### config.mk
export PLATFORM = sky130hd
export DESIGN_NAME = two_pattern_block_puncturer
export DESIGN_NICKNAME = d
export VERILOG_FILES = /design/src/sv/tpbp_pkg.sv /design/src/sv/tpbp_cfg.sv /design/src/sv/tpbp_sched.sv /design/src/sv/tpbp_out_reg.sv /design/src/sv/two_pattern_block_puncturer.sv
export SDC_FILE = /design/constraint.sdc
export NUM_CORES = 1
export LEC_CHECK = 0
export ABC_AREA = 1
export BUFFER_PORTS_ARGS = -buffer_cell sky130_fd_sc_hd__buf_2
export CAP_MARGIN = 20
export CORE_ASPECT_RATIO = 0.9
export CORE_MARGIN = 2
export CORE_UTILIZATION = 60
export DETAILED_ROUTE_END_ITERATION = 10
export HOLD_SLACK_MARGIN = 0.06
export PLACE_DENSITY = 0.91
export SYNTH_ARGS = -nofsm -noshare
export SYNTH_HDL_FRONTEND = slang
export SYNTH_SLANG_ARGS = --single-unit
### constraint.sdc
create_clock -name clk_i -period 4.6 [get_ports clk_i]
set_input_delay 0.92 -clock clk_i [delete_from_list [all_inputs] [get_ports clk_i]]
set_output_delay 0.92 -clock clk_i [all_outputs]
set_load 0.03 [all_outputs]
### src/sv/tpbp_pkg.sv
// Shared types and constants for the two-pattern block puncturer.
package tpbp_pkg;

  localparam int unsigned SymW     = 8;
  localparam int unsigned PosW     = 16;
  localparam int unsigned TailW    = 8;
  localparam int unsigned PatMax   = 64;
  localparam int unsigned PatIdxW  = $clog2(PatMax);
  localparam int unsigned PatLenW  = 7;
  localparam int unsigned CfgIdxW  = 3;
  localparam int unsigned CfgDataW = 64;

  localparam logic [CfgIdxW-1:0] RegBlockLength   = 3'd0;
  localparam logic [CfgIdxW-1:0] RegTailCount     = 3'd1;
  localparam logic [CfgIdxW-1:0] RegNormalPattern = 3'd2;
  localparam logic [CfgIdxW-1:0] RegNormalLength  = 3'd3;
  localparam logic [CfgIdxW-1:0] RegTailPattern   = 3'd4;
  localparam logic [CfgIdxW-1:0] RegTailLength    = 3'd5;

  typedef struct packed {
    logic [PosW-1:0]    block_length;
    logic [TailW-1:0]   tail_count;
    logic [PatMax-1:0]  normal_pattern;
    logic [PatLenW-1:0] normal_length;
    logic [PatMax-1:0]  tail_pattern;
    logic [PatLenW-1:0] tail_length;
  } cfg_t;

  typedef struct packed {
    logic            emit;
    logic [SymW-1:0] out_symbol;
    logic            kept;
    logic            block_end;
  } res_t;

  function automatic logic [PatLenW-1:0] eff_pat_len(input logic [PatLenW-1:0] len);
    logic [PatLenW-1:0] r;
    r = len;
    if (len == '0) r = PatLenW'(1);
    else if (len > PatLenW'(PatMax)) r = PatLenW'(PatMax);
    return r;
  endfunction

  function automatic logic [PatIdxW-1:0] next_idx(input logic [PatIdxW-1:0] idx,
                                                   input logic [PatLenW-1:0] len);
    logic [PatLenW-1:0] inc;
    inc = {{(PatLenW-PatIdxW){1'b0}}, idx} + PatLenW'(1);
    return (inc >= len) ? '0 : inc[PatIdxW-1:0];
  endfunction

endpackage

### src/sv/tpbp_cfg.sv
// Configuration register file of the two-pattern block puncturer.
module tpbp_cfg (
  input  logic                           clk_i,
  input  logic                           rst_ni,
  input  logic                           cfg_we_i,
  input  logic [tpbp_pkg::CfgIdxW-1:0]   cfg_idx_i,
  input  logic [tpbp_pkg::CfgDataW-1:0]  cfg_data_i,
  output tpbp_pkg::cfg_t                 cfg_o
);
  import tpbp_pkg::*;

  cfg_t cfg_q, cfg_d;

  always_comb begin
    cfg_d = cfg_q;
    if (cfg_we_i) begin
      unique case (cfg_idx_i)
        RegBlockLength:   cfg_d.block_length   = cfg_data_i[PosW-1:0];
        RegTailCount:     cfg_d.tail_count     = cfg_data_i[TailW-1:0];
        RegNormalPattern: cfg_d.normal_pattern = cfg_data_i[PatMax-1:0];
        RegNormalLength:  cfg_d.normal_length  = cfg_data_i[PatLenW-1:0];
        RegTailPattern:   cfg_d.tail_pattern   = cfg_data_i[PatMax-1:0];
        RegTailLength:    cfg_d.tail_length    = cfg_data_i[PatLenW-1:0];
        default:          cfg_d = cfg_q;
      endcase
    end
  end

  always_ff @(posedge clk_i or negedge rst_ni) begin
    if (!rst_ni) begin
      cfg_q.block_length   <= PosW'(1);
      cfg_q.tail_count     <= '0;
      cfg_q.normal_pattern <= '0;
      cfg_q.normal_length  <= PatLenW'(1);
      cfg_q.tail_pattern   <= '0;
      cfg_q.tail_length    <= PatLenW'(1);
    end else begin
      cfg_q <= cfg_d;
    end
  end

  assign cfg_o = cfg_q;

endmodule

### src/sv/tpbp_sched.sv
// Block position and pattern index counters with the keep decision.
module tpbp_sched (
  input  logic                        clk_i,
  input  logic                        rst_ni,
  input  tpbp_pkg::cfg_t              cfg_i,
  input  logic                        step_i,
  input  logic [tpbp_pkg::SymW-1:0]   symbol_i,
  output tpbp_pkg::res_t              res_o
);
  import tpbp_pkg::*;

  logic [PosW-1:0]    pos_q, pos_d;
  logic [PatIdxW-1:0] nidx_q, nidx_d;
  logic [PatIdxW-1:0] tidx_q, tidx_d;

  logic [PosW-1:0]    blen;
  logic [PatLenW-1:0] nlen, tlen;
  logic [PosW:0]      pos_tail, pos_inc;
  logic               normal, keep, last;

  always_comb begin
    blen     = (cfg_i.block_length == '0) ? PosW'(1) : cfg_i.block_length;
    nlen     = eff_pat_len(cfg_i.normal_length);
    tlen     = eff_pat_len(cfg_i.tail_length);
    pos_tail = {1'b0, pos_q} + {{(PosW+1-TailW){1'b0}}, cfg_i.tail_count};
    pos_inc  = {1'b0, pos_q} + (PosW+1)'(1);
    normal   = pos_tail <= {1'b0, blen};
    keep     = normal ? cfg_i.normal_pattern[nidx_q] : cfg_i.tail_pattern[tidx_q];
    last     = pos_inc >= {1'b0, blen};

    pos_d  = pos_q;
    nidx_d = nidx_q;
    tidx_d = tidx_q;
    if (step_i) begin
      if (last) begin
        pos_d  = '0;
        nidx_d = '0;
        tidx_d = '0;
      end else begin
        pos_d  = pos_inc[PosW-1:0];
        nidx_d = next_idx(nidx_q, nlen);
        tidx_d = next_idx(tidx_q, tlen);
      end
    end

    res_o.emit       = keep || last;
    res_o.out_symbol = keep ? symbol_i : '0;
    res_o.kept       = keep;
    res_o.block_end  = last;
  end

  always_ff @(posedge clk_i or negedge rst_ni) begin
    if (!rst_ni) begin
      pos_q  <= '0;
      nidx_q <= '0;
      tidx_q <= '0;
    end else begin
      pos_q  <= pos_d;
      nidx_q <= nidx_d;
      tidx_q <= tidx_d;
    end
  end

endmodule

### src/sv/tpbp_out_reg.sv
// Output result register with valid/ready handshake.
module tpbp_out_reg (
  input  logic                        clk_i,
  input  logic                        rst_ni,
  input  logic                        load_i,
  input  tpbp_pkg::res_t              res_i,
  input  logic                        out_ready_i,
  output logic                        free_o,
  output logic                        out_valid_o,
  output logic [tpbp_pkg::SymW-1:0]   out_symbol_o,
  output logic                        kept_o,
  output logic                        block_end_o
);
  import tpbp_pkg::*;

  logic            valid_q, valid_d;
  logic [SymW-1:0] sym_q;
  logic            kept_q, end_q;

  assign free_o = !valid_q || out_ready_i;

  always_comb begin
    valid_d = valid_q;
    if (load_i) valid_d = res_i.emit;
    else if (out_ready_i) valid_d = 1'b0;
  end

  always_ff @(posedge clk_i or negedge rst_ni) begin
    if (!rst_ni) valid_q <= 1'b0;
    else valid_q <= valid_d;
  end

  always_ff @(posedge clk_i) begin
    if (load_i) begin
      sym_q  <= res_i.out_symbol;
      kept_q <= res_i.kept;
      end_q  <= res_i.block_end;
    end
  end

  assign out_valid_o  = valid_q;
  assign out_symbol_o = sym_q;
  assign kept_o       = kept_q;
  assign block_end_o  = end_q;

endmodule

### src/sv/two_pattern_block_puncturer.sv
// Top level of the two-pattern block puncturer.
//
//   channel  | handshake                | payload
//   ---------+--------------------------+-------------------------------------
//   input    | in_valid_i / in_ready_o  | symbol_i
//   output   | out_valid_o / out_ready_i| out_symbol_o, kept_o, block_end_o
//   config   | cfg_we_i (no wait)       | cfg_idx_i, cfg_data_i
//
// One transaction per cycle while in_ready_o is high; an emitted result appears in the cycle after its input.
// The counters and the 64-entry pattern select sit between the counter
// registers and the single output register.
// Reset clears the counters and output valid and loads the register defaults.
// A stalled output holds in_ready_o low until the result is taken.
module two_pattern_block_puncturer (
  input  logic                           clk_i,
  input  logic                           rst_ni,
  input  logic                           cfg_we_i,
  input  logic [tpbp_pkg::CfgIdxW-1:0]   cfg_idx_i,
  input  logic [tpbp_pkg::CfgDataW-1:0]  cfg_data_i,
  input  logic                           in_valid_i,
  output logic                           in_ready_o,
  input  logic [tpbp_pkg::SymW-1:0]      symbol_i,
  output logic                           out_valid_o,
  input  logic                           out_ready_i,
  output logic [tpbp_pkg::SymW-1:0]      out_symbol_o,
  output logic                           kept_o,
  output logic                           block_end_o
);
  import tpbp_pkg::*;

  cfg_t cfg;
  res_t res;
  logic accept;

  assign accept = in_valid_i && in_ready_o;

  tpbp_cfg u_cfg (
    .clk_i      (clk_i),
    .rst_ni     (rst_ni),
    .cfg_we_i   (cfg_we_i),
    .cfg_idx_i  (cfg_idx_i),
    .cfg_data_i (cfg_data_i),
    .cfg_o      (cfg)
  );

  tpbp_sched u_sched (
    .clk_i    (clk_i),
    .rst_ni   (rst_ni),
    .cfg_i    (cfg),
    .step_i   (accept),
    .symbol_i (symbol_i),
    .res_o    (res)
  );

  tpbp_out_reg u_out (
    .clk_i        (clk_i),
    .rst_ni       (rst_ni),
    .load_i       (accept),
    .res_i        (res),
    .out_ready_i  (out_ready_i),
    .free_o       (in_ready_o),
    .out_valid_o  (out_valid_o),
    .out_symbol_o (out_symbol_o),
    .kept_o       (kept_o),
    .block_end_o  (block_end_o)
  );

`ifndef NO_ASSERTIONS
  a_bare_marker_ends_block: assert property (@(posedge clk_i) disable iff (!rst_ni)
    out_valid_o && !kept_o |-> block_end_o)
    else $error("bare marker without block end");

  a_dropped_symbol_zero: assert property (@(posedge clk_i) disable iff (!rst_ni)
    out_valid_o && !kept_o |-> out_symbol_o == '0)
    else $error("dropped transaction carries nonzero symbol");

  a_ready_when_empty: assert property (@(posedge clk_i) disable iff (!rst_ni)
    !out_valid_o |-> in_ready_o)
    else $error("input stalled with empty output register");

  a_emit_next_cycle: assert property (@(posedge clk_i) disable iff (!rst_ni)
    accept && res.emit |=> out_valid_o)
    else $error("emitting transaction lost");
`endif

endmodule
==> results of run 1 <==
-- synth_stat cells (2+ instances only) --
cell type | count | share of area [%]
dfrtp_1 | 192 | 44
o21ai_0 | 209 | 9.5
or2_2 | 2 | 0.11
nand4_1 | 20 | 1.1
xnor2_1 | 3 | 0.24
clkbuf_1 | 51 | 1.7
inv_2 | 3 | 0.10
nand2_2 | 4 | 0.23
clkinv_1 | 3 | 0.10
nand2_1 | 412 | 14
xor2_1 | 28 | 2.2
nand3_1 | 65 | 3.0
o22ai_1 | 19 | 1.1
o21ai_1 | 5 | 0.23
edfxtp_1 | 10 | 2.7
nor2_2 | 3 | 0.17
dfstp_2 | 3 | 0.72
nor4_1 | 7 | 0.40
nand3b_1 | 3 | 0.20
inv_1 | 171 | 5.8
ha_1 | 57 | 6.5
nor2_1 | 53 | 1.8
a21boi_0 | 4 | 0.27
buf_2 | 4 | 0.18
nor3_1 | 8 | 0.36
a21oi_1 | 48 | 2.2
-- cells in the final DEF, fill, tap and decap left out, types with 2 or more instances in the layout --
cell / count
nand2_1: 411
o21ai_0: 209
dfrtp_1: 192
inv_1: 171
buf_2: 90
nand3_1: 64
ha_1: 57
nor2_1: 53
a21oi_1: 48
xor2_1: 28
clkbuf_16: 23
nand4_1: 20
o22ai_1: 19
buf_4: 10
edfxtp_1: 10
nor3_1: 8
nor4_1: 7
clkbuf_8: 6
o21ai_1: 5
clkbuf_1: 5
clkinv_2: 5
nand2_2: 4
a21boi_0: 4
nor2_2: 3
nand3b_1: 3
clkinv_1: 3
inv_2: 3
xnor2_1: 3
dfstp_2: 3
or2_2: 2
nand2_4: 2
clkinv_4: 2
-- worst reg2reg max path, stage by stage (launching register included) --
cell	delay, ns
dfrtp_1	0.42
ha_1	0.19
inv_1	0.06
fa_1	0.41
nand3b_1	0.17
nand2_1	0.11
a21oi_1	0.10
o21ai_0	0.41
nand2_1	0.16
nor2_1	0.20
nand2_1	0.10
xor2_1	0.16
ha_1	0.30
nand2_1	0.05
inv_1	0.07
nand3_1	0.07
nor3_1	0.14
nand4_1	0.14
nand3_1	0.13
nand2_1	0.11
inv_2	0.14
nor2_1	0.07
-- state kept, by name (all words and copies together), names as in the netlist --
register and count:
u_sched.tidx_q 6, u_cfg.cfg_o 166, u_out.block_end_o 1, u_out.out_symbol_o 8, u_sched.pos_q 16, u_out.kept_o 1
u_sched.nidx_q 6, u_out.out_valid_o 1
-- per-stage QoR --
| step | area, sq um | power [mW] |
|---|---|---|
| 2_1_floorplan | 11000 | 4.60 |
| 3_3_place_gp | 11600 | 5.28 |
| 3_5_place_dp | 11600 | 5.43 |
| 4_1_cts | 12400 | 7.24 |
| 5_1_grt | 12400 | 7.77 |
| 6_report | 12400 | 7.32 |
-- layout make-up --
type	instances	area (sq um)
clock inverters	9	68.8
repair buffers	101	539
inverters	177	664
flip-flops and latches	205	5180
clock buffers	33	663
well taps	240	300
multi-input cells	961	4940
fillers	1313	5430
-- logic make-up (layout without fill, tap and decap cells) --
logic type / Yosys count / after routing / share of synthesized area, %
AND/OR/NAND/NOR: 581 / 581 / 21.8
buffers and inverters: 235 / 320 / 8.17
AO/OA/AOI/OAI: 291 / 291 / 13.7
adder cells (fa/ha/maj): 58 / 58 / 6.66
flip-flops: 205 / 205 / 47.1
XOR/XNOR: 31 / 31 / 2.47
-- power breakdown --
group | total, mW | leakage [nW] | switching (mW) | internal, mW
Sequential | 2.62 | 2.57 | 0.358 | 2.26
Clock | 1.77 | 0.367 | 0.757 | 1.01
Combinational | 2.93 | 3.60 | 1.95 | 0.978
-- worst paths after layout --
| kind | startpoint | depth (start not counted) | endpoint |
|---|---|---|---|
| setup / recovery | u_sched.pos_q[0]$_DFFE_PN0P_ | 21 | u_out.out_symbol_o[4]$_SDFFCE_PN0P_ |
| hold / removal | u_cfg.cfg_o[111]$_DFFE_PN0P_ | 2 | u_cfg.cfg_o[111]$_DFFE_PN0P_ |
| setup reg to reg | u_sched.pos_q[0]$_DFFE_PN0P_ | 21 | u_out.out_symbol_o[4]$_SDFFCE_PN0P_ |
| hold reg to reg | u_cfg.cfg_o[111]$_DFFE_PN0P_ | 2 | u_cfg.cfg_o[111]$_DFFE_PN0P_ |
| max in group asynchronous | rst_ni | 2 | u_cfg.cfg_o[0]$_DFFE_PN1P_ |
| min in group asynchronous | rst_ni | 1 | u_cfg.cfg_o[123]$_DFFE_PN0P_ |
-- layer usage --
layer	up-vias	GRT usage, %
met5	-	0
met4	0	10.8
met3	113	5.90
met2	588	47.1
met1	4732	42.9
li1	4673	-
==> reports/summary.txt, run 1 <==
Run status - complete, no violations
Routability cong. - 0.916
I/O pin total - 92
Detailed-route wire length per cell - 16.9 um
Area Growth Syn to Fin - 12.3%
Global-route wire length before repair - 48,100 um
Core area - 17,800 sq um
Post-CTS Repair Setup Buffers - 0
MaxCap Viol Count - 0
Yosys Warn Count - 0
Seq/Total Area, Yosys - 47.1%
Setup TNS - 0 ns
Setup slack at placement - 0.744 ns
CTS clk-pin slew, worst paths - 0.06 ns
Slowest CP cell - dfrtp_1
CP max FO - 8
Total track usage - 30.3%
GR Overflow Total - 0
Crit-path leading delay family - simple AND/OR/NAND/NOR gates
Clock Latency Late Sink - 0.53 ns
Worst Path Buf+Inv - 3
Final wirelength - 29,200 um
Layout Cells excl Fill - 1,726
PostCTS Resize Cnt - 0
Initial DRC Count - 1,004
Post-synth net total - 1,539
CP Data Required Time - 4.88 ns
Min-Delay Path Class - flip-flop to flip-flop
Die span in y - 132 um
Initial core utilization - 61.9%
Post-Syn Instances - 1,401
Fmax - 251 MHz
Htree depth - 1
Metal2 WL - 13,100 um
Final hold violation count - 0
# clock sinks - 205
Final antenna-violating net count - 0
FF-to-FF setup slack - 0.62 ns
Fin. max-slew vios - 0
Cell Area, Synth - 11,000 sq um
Highest routed layer - met4
DRC viols - 0
CTS tree - done
Post-synth EDFFs - 10
Largest net degree at the start of global routing - 122
Die area - 19,400 sq um
Final setup viols - 0
Die W - 147 um
Hold Worst Slack - 0.483 ns
Register bit total from synthesis - 205
Worst setup SP type - flip-flop
Most used DFF post-synth - dfrtp_1
Syn avg cell area - 7.85 sq um
Vias in the first global route - 9,691
PD cells - 592 nW/um^2
Ys async rst share - 95.1%
Layout cells sized above 1 - 10.6%
Drt pass-1 iters - 6
VDD IR max - 0.000350 V
Met3 routed WL - 3020 um
Met1 Routed Length - 11,900 um
Ant diodes - 0
Static Leakage - 6.54 nW
Hold buffers post-CTS - 0
Vias after detailed routing - 10,100
Max incr delay on CP - 0.42 ns
Final worst slack - 0.623 ns
Worst Path Arrival - 4.25 ns
Clock Skew - 0.0193 ns
Max-slew headroom - 32.8%
PortBufs - 91
Clk buf depth - 3
Tcrit/Tclk final - 86.5%
Initial antenna violation count - 0
Fin util - 69.5%
Placed Cells - 1,684
Site row count - 46
Kind of critical path - flip-flop to flip-flop
Worst path cell trace - ha_1 -> inv_1 -> fa_1 -> nand3b_1 -> nand2_1 -> a21oi_1 -> o21ai_0 -> nand2_1 -> nor2_1 -> nand2_1 -> xor2_1 -> ha_1 -> nand2_1 -> inv_1 -> nand3_1 -> nor3_1 -> nand4_1 -> nand3_1 -> nand2_1 -> inv_2 -> nor2_1
Worst setup EP type - flip-flop
Layout net count - 1,607
Final HPWL from detailed placement - 19,200 um
Vias per cell - 5.86
Worst-margin pin slew - 1.01 ns
Distinct cells, synth - 40
RSZ-0062 raised after global routing - no
Root Driver - clkbuf_16
CTS Buf Count - 23
Final critical-path required period - 3.98 ns
Worst path most repeated cell - nand2_1
Note: power is estimated with default switching activity, not from simulation.
==> run 2, diff against run 1 <==
--- a/config.mk
+++ b/config.mk
@@ -13,7 +13,10 @@
 export CORE_UTILIZATION = 60
 export DETAILED_ROUTE_END_ITERATION = 10
 export HOLD_SLACK_MARGIN = 0.06
+export MAX_ROUTING_LAYER = met4
 export PLACE_DENSITY = 0.91
+export RECOVER_POWER = 50
+export REMOVE_ABC_BUFFERS = 1
 export SYNTH_ARGS = -nofsm -noshare
 export SYNTH_HDL_FRONTEND = slang
 export SYNTH_SLANG_ARGS = --single-unit
==> run 2 against run 1 <==
  * The flow now finishes with violations (capacitance limit, slew limit)
  * Sequential power down 2%
  * Utilization grew 0.25 points
  * Clock power grew 2%
  * Sequential share of layout area down 0.15 points
  * Flip-flop and latch count unchanged
  * Count of clock-buffer cells in the layout grew 1
  * Combinational power hardly changed
  * Cell count is essentially flat
  * Worst setup slack improved by 0.081 ns
  * Design area is 0.36% higher
  * Routed wire length is 2.0% lower
  * Critical path type unchanged
  * Critical endpoint is now u_out.out_symbol_o[6]$_SDFFCE_PN0P_
==> reports/summary.txt, run 2 (synthesis gave the netlist of run 1 again) <==
Run status - finished, violations left (was complete, no violations)
Violated checks - capacitance limit, slew limit
Routability cong. - 0.910 (was 0.916)
Setup TNS - 0 ns (unchanged)
Initial core utilization - 61.9% (unchanged)
Htree depth - 1 (unchanged)
Detailed-route wire length per cell - 16.6 um (was 16.9 um)
# clock sinks - 205 (unchanged)
Met1 Routed Length - 12,100 um (was 11,900 um)
Hold buffers post-CTS - 0 (unchanged)
Fin util - 69.7% (was 69.5%)
Final hold violation count - 0 (unchanged)
Max-slew headroom - -93.4% (was 32.8%)
I/O pin total - 92 (unchanged)
Worst setup SP type - flip-flop (unchanged)
Post-CTS Repair Setup Buffers - 0 (unchanged)
Clock Skew - 0.0159 ns (was 0.0193 ns)
Die span in y - 132 um (unchanged)
PostCTS Resize Cnt - 0 (unchanged)
Min-Delay Path Class - primary input to async pin (was flip-flop to flip-flop)
Layout Cells excl Fill - 1,725 (was 1,726)
Fmax - 257 MHz (was 251 MHz)
Commonest cells after routing, fill and taps aside - nand2_1, o21ai_0, dfrtp_1 (unchanged)
Hold Worst Slack - 0.431 ns (was 0.483 ns)
Drt pass-1 iters - 5 (was 6)
Final HPWL from detailed placement - 18,600 um (was 19,200 um)
CTS tree - done (unchanged)
Placed Cells - 1,681 (was 1,684)
Final setup viols - 0 (unchanged)
Initial antenna violation count - 0 (unchanged)
Total area of sequential cells - 5180 sq um (unchanged)
Layout net count - 1,607 (unchanged)
Vias per cell - 5.78 (was 5.86)
Final antenna-violating net count - 0 (unchanged)
Root Driver - clkbuf_16 (unchanged)
Area Growth Syn to Fin - 12.7% (was 12.3%)
Clock Latency Late Sink - 0.51 ns (was 0.53 ns)
Clk buf depth - 3 (unchanged)
Initial DRC Count - 1,236 (was 1,004)
Worst setup EP type - flip-flop (unchanged)
CTS Buf Count - 23 (unchanged)
Vias after detailed routing - 9,971 (was 10,100)
Site row count - 46 (unchanged)
Die area - 19,400 sq um (unchanged)
Largest net degree at the start of global routing - 131 (was 122)
RSZ-0062 raised after global routing - no (unchanged)
Highest routed layer - met4 (unchanged)
Metal2 WL - 13,000 um (was 13,100 um)
GR Overflow Total - 0 (unchanged)
PortBufs - 91 (unchanged)
MaxCap Viol Count - 1 (was 0)
Total track usage - 29.6% (was 30.3%)
Kind of critical path - flip-flop to flip-flop (unchanged)
Tcrit/Tclk final - 84.7% (was 86.5%)
Commonest non-fill, non-tap cell in the layout - nand2_1 (unchanged)
PD cells - 592 nW/um^2 (about the same)
Final critical-path required period - 3.90 ns (was 3.98 ns)
CP max FO - 8 (unchanged)
CP Data Required Time - 4.86 ns (was 4.88 ns)
Global-route wire length before repair - 45,600 um (was 48,100 um)
Static Leakage - 6.54 nW (about the same)
Vias in the first global route - 9,247 (was 9,691)
Area of the multi-input gates - 4940 sq um (unchanged)
DRC viols - 0 (unchanged)
Die W - 147 um (unchanged)
Fin. max-slew vios - 118 (was 0)
Ant diodes - 0 (unchanged)
Core area - 17,800 sq um (unchanged)
CTS clk-pin slew, worst paths - 0.06 ns (about the same)
VDD IR max - 0.000386 V (was 0.000350 V)
Final wirelength - 28,600 um (was 29,200 um)
Worst-margin pin slew - 2.90 ns (was 1.01 ns)
Layout cells sized above 1 - 10.3% (was 10.6%)
Met3 routed WL - 2650 um (was 3020 um)
Filler instances - 1,339 (was 1,313)
Worst Path Arrival - 4.15 ns (was 4.25 ns)
Max reg flops - 166 (unchanged)
-- run 2: cell types whose count changed in the layout (fill, tap and decap cells not counted), sizes merged --
cell / before / now
clkinvlp: 0 / 2
clkinv: 10 / 7
clkbuf: 34 / 39
buf: 100 / 96
bufinv: 0 / 1
inv: 176 / 174
-- run 2: worst paths after layout --
check / start / end / slack, ns / cells after the start
worst max-delay path: u_sched.pos_q[0]$_DFFE_PN0P_ / u_out.out_symbol_o[6]$_SDFFCE_PN0P_ / 0.70 / 21
worst min-delay path: rst_ni / u_cfg.cfg_o[34]$_DFFE_PN0P_ / 0.43 / 1
worst max register to register: u_sched.pos_q[0]$_DFFE_PN0P_ / u_out.out_symbol_o[6]$_SDFFCE_PN0P_ / 0.70 / 21
worst min register to register: u_cfg.cfg_o[112]$_DFFE_PN0P_ / u_cfg.cfg_o[112]$_DFFE_PN0P_ / 0.48 / 2
max in group asynchronous: rst_ni / u_cfg.cfg_o[89]$_DFFE_PN0P_ / 0.88 / 2
min in group clk_i: u_cfg.cfg_o[112]$_DFFE_PN0P_ / u_cfg.cfg_o[112]$_DFFE_PN0P_ / 0.48 / 2
-- run 2: cell type report --
cell class | count | area share (%)
Clock buffer | 34 | 5.46
Clock inverter | 7 | 0.555
Inverter | 177 | 5.36
Multi-Input combinational cell | 961 | 39.8
Sequential cell | 205 | 41.8
Tap cell | 240 | 2.42
Timing Repair Buffer | 101 | 4.60
-- run 2: power breakdown --
group / internal, mW / leakage, nW / switching (mW) / total (mW)
clock: 1.07 / 0.363 / 0.739 / 1.81
combinational: 0.981 / 3.61 / 1.97 / 2.95
sequential: 2.26 / 2.57 / 0.323 / 2.58
-- run 2: routing by layer --
| metal | vias up | global-route usage [%] |
|---|---|---|
| li1 | 4677 | - |
| met1 | 4716 | 41.0 |
| met2 | 493 | 45.2 |
| met3 | 85 | 4.69 |
| met4 | 0 | 9.12 |
| met5 | - | - |
-- run 2: worst max-delay path, stage by stage (launching register included) --
cell and delay [ns]:
dfrtp_1 0.39, ha_1 0.20, inv_1 0.06, fa_1 0.39
nand3b_1 0.17, nand2_1 0.11, a21oi_1 0.10, o21ai_0 0.42
nand2_1 0.16, nor2_1 0.19, nand2_1 0.09, xor2_1 0.15
ha_1 0.29, nand2_1 0.05, inv_1 0.07, nand3_1 0.07
nor3_1 0.13, nand4_1 0.15, nand3_1 0.13, nand2_1 0.12
inv_2 0.14, nor2_1 0.06
-- run 2: metrics by stage --
stage	cell area, sq um	total power, mW	worst slack [ns]
after floorplan	10800	4.52	0.849
after global placement	11600	5.30	0.841
after detailed placement	11600	5.43	0.761
after CTS	12400	7.26	0.730
after global routing	12400	7.79	0.189
final	12400	7.35	0.704
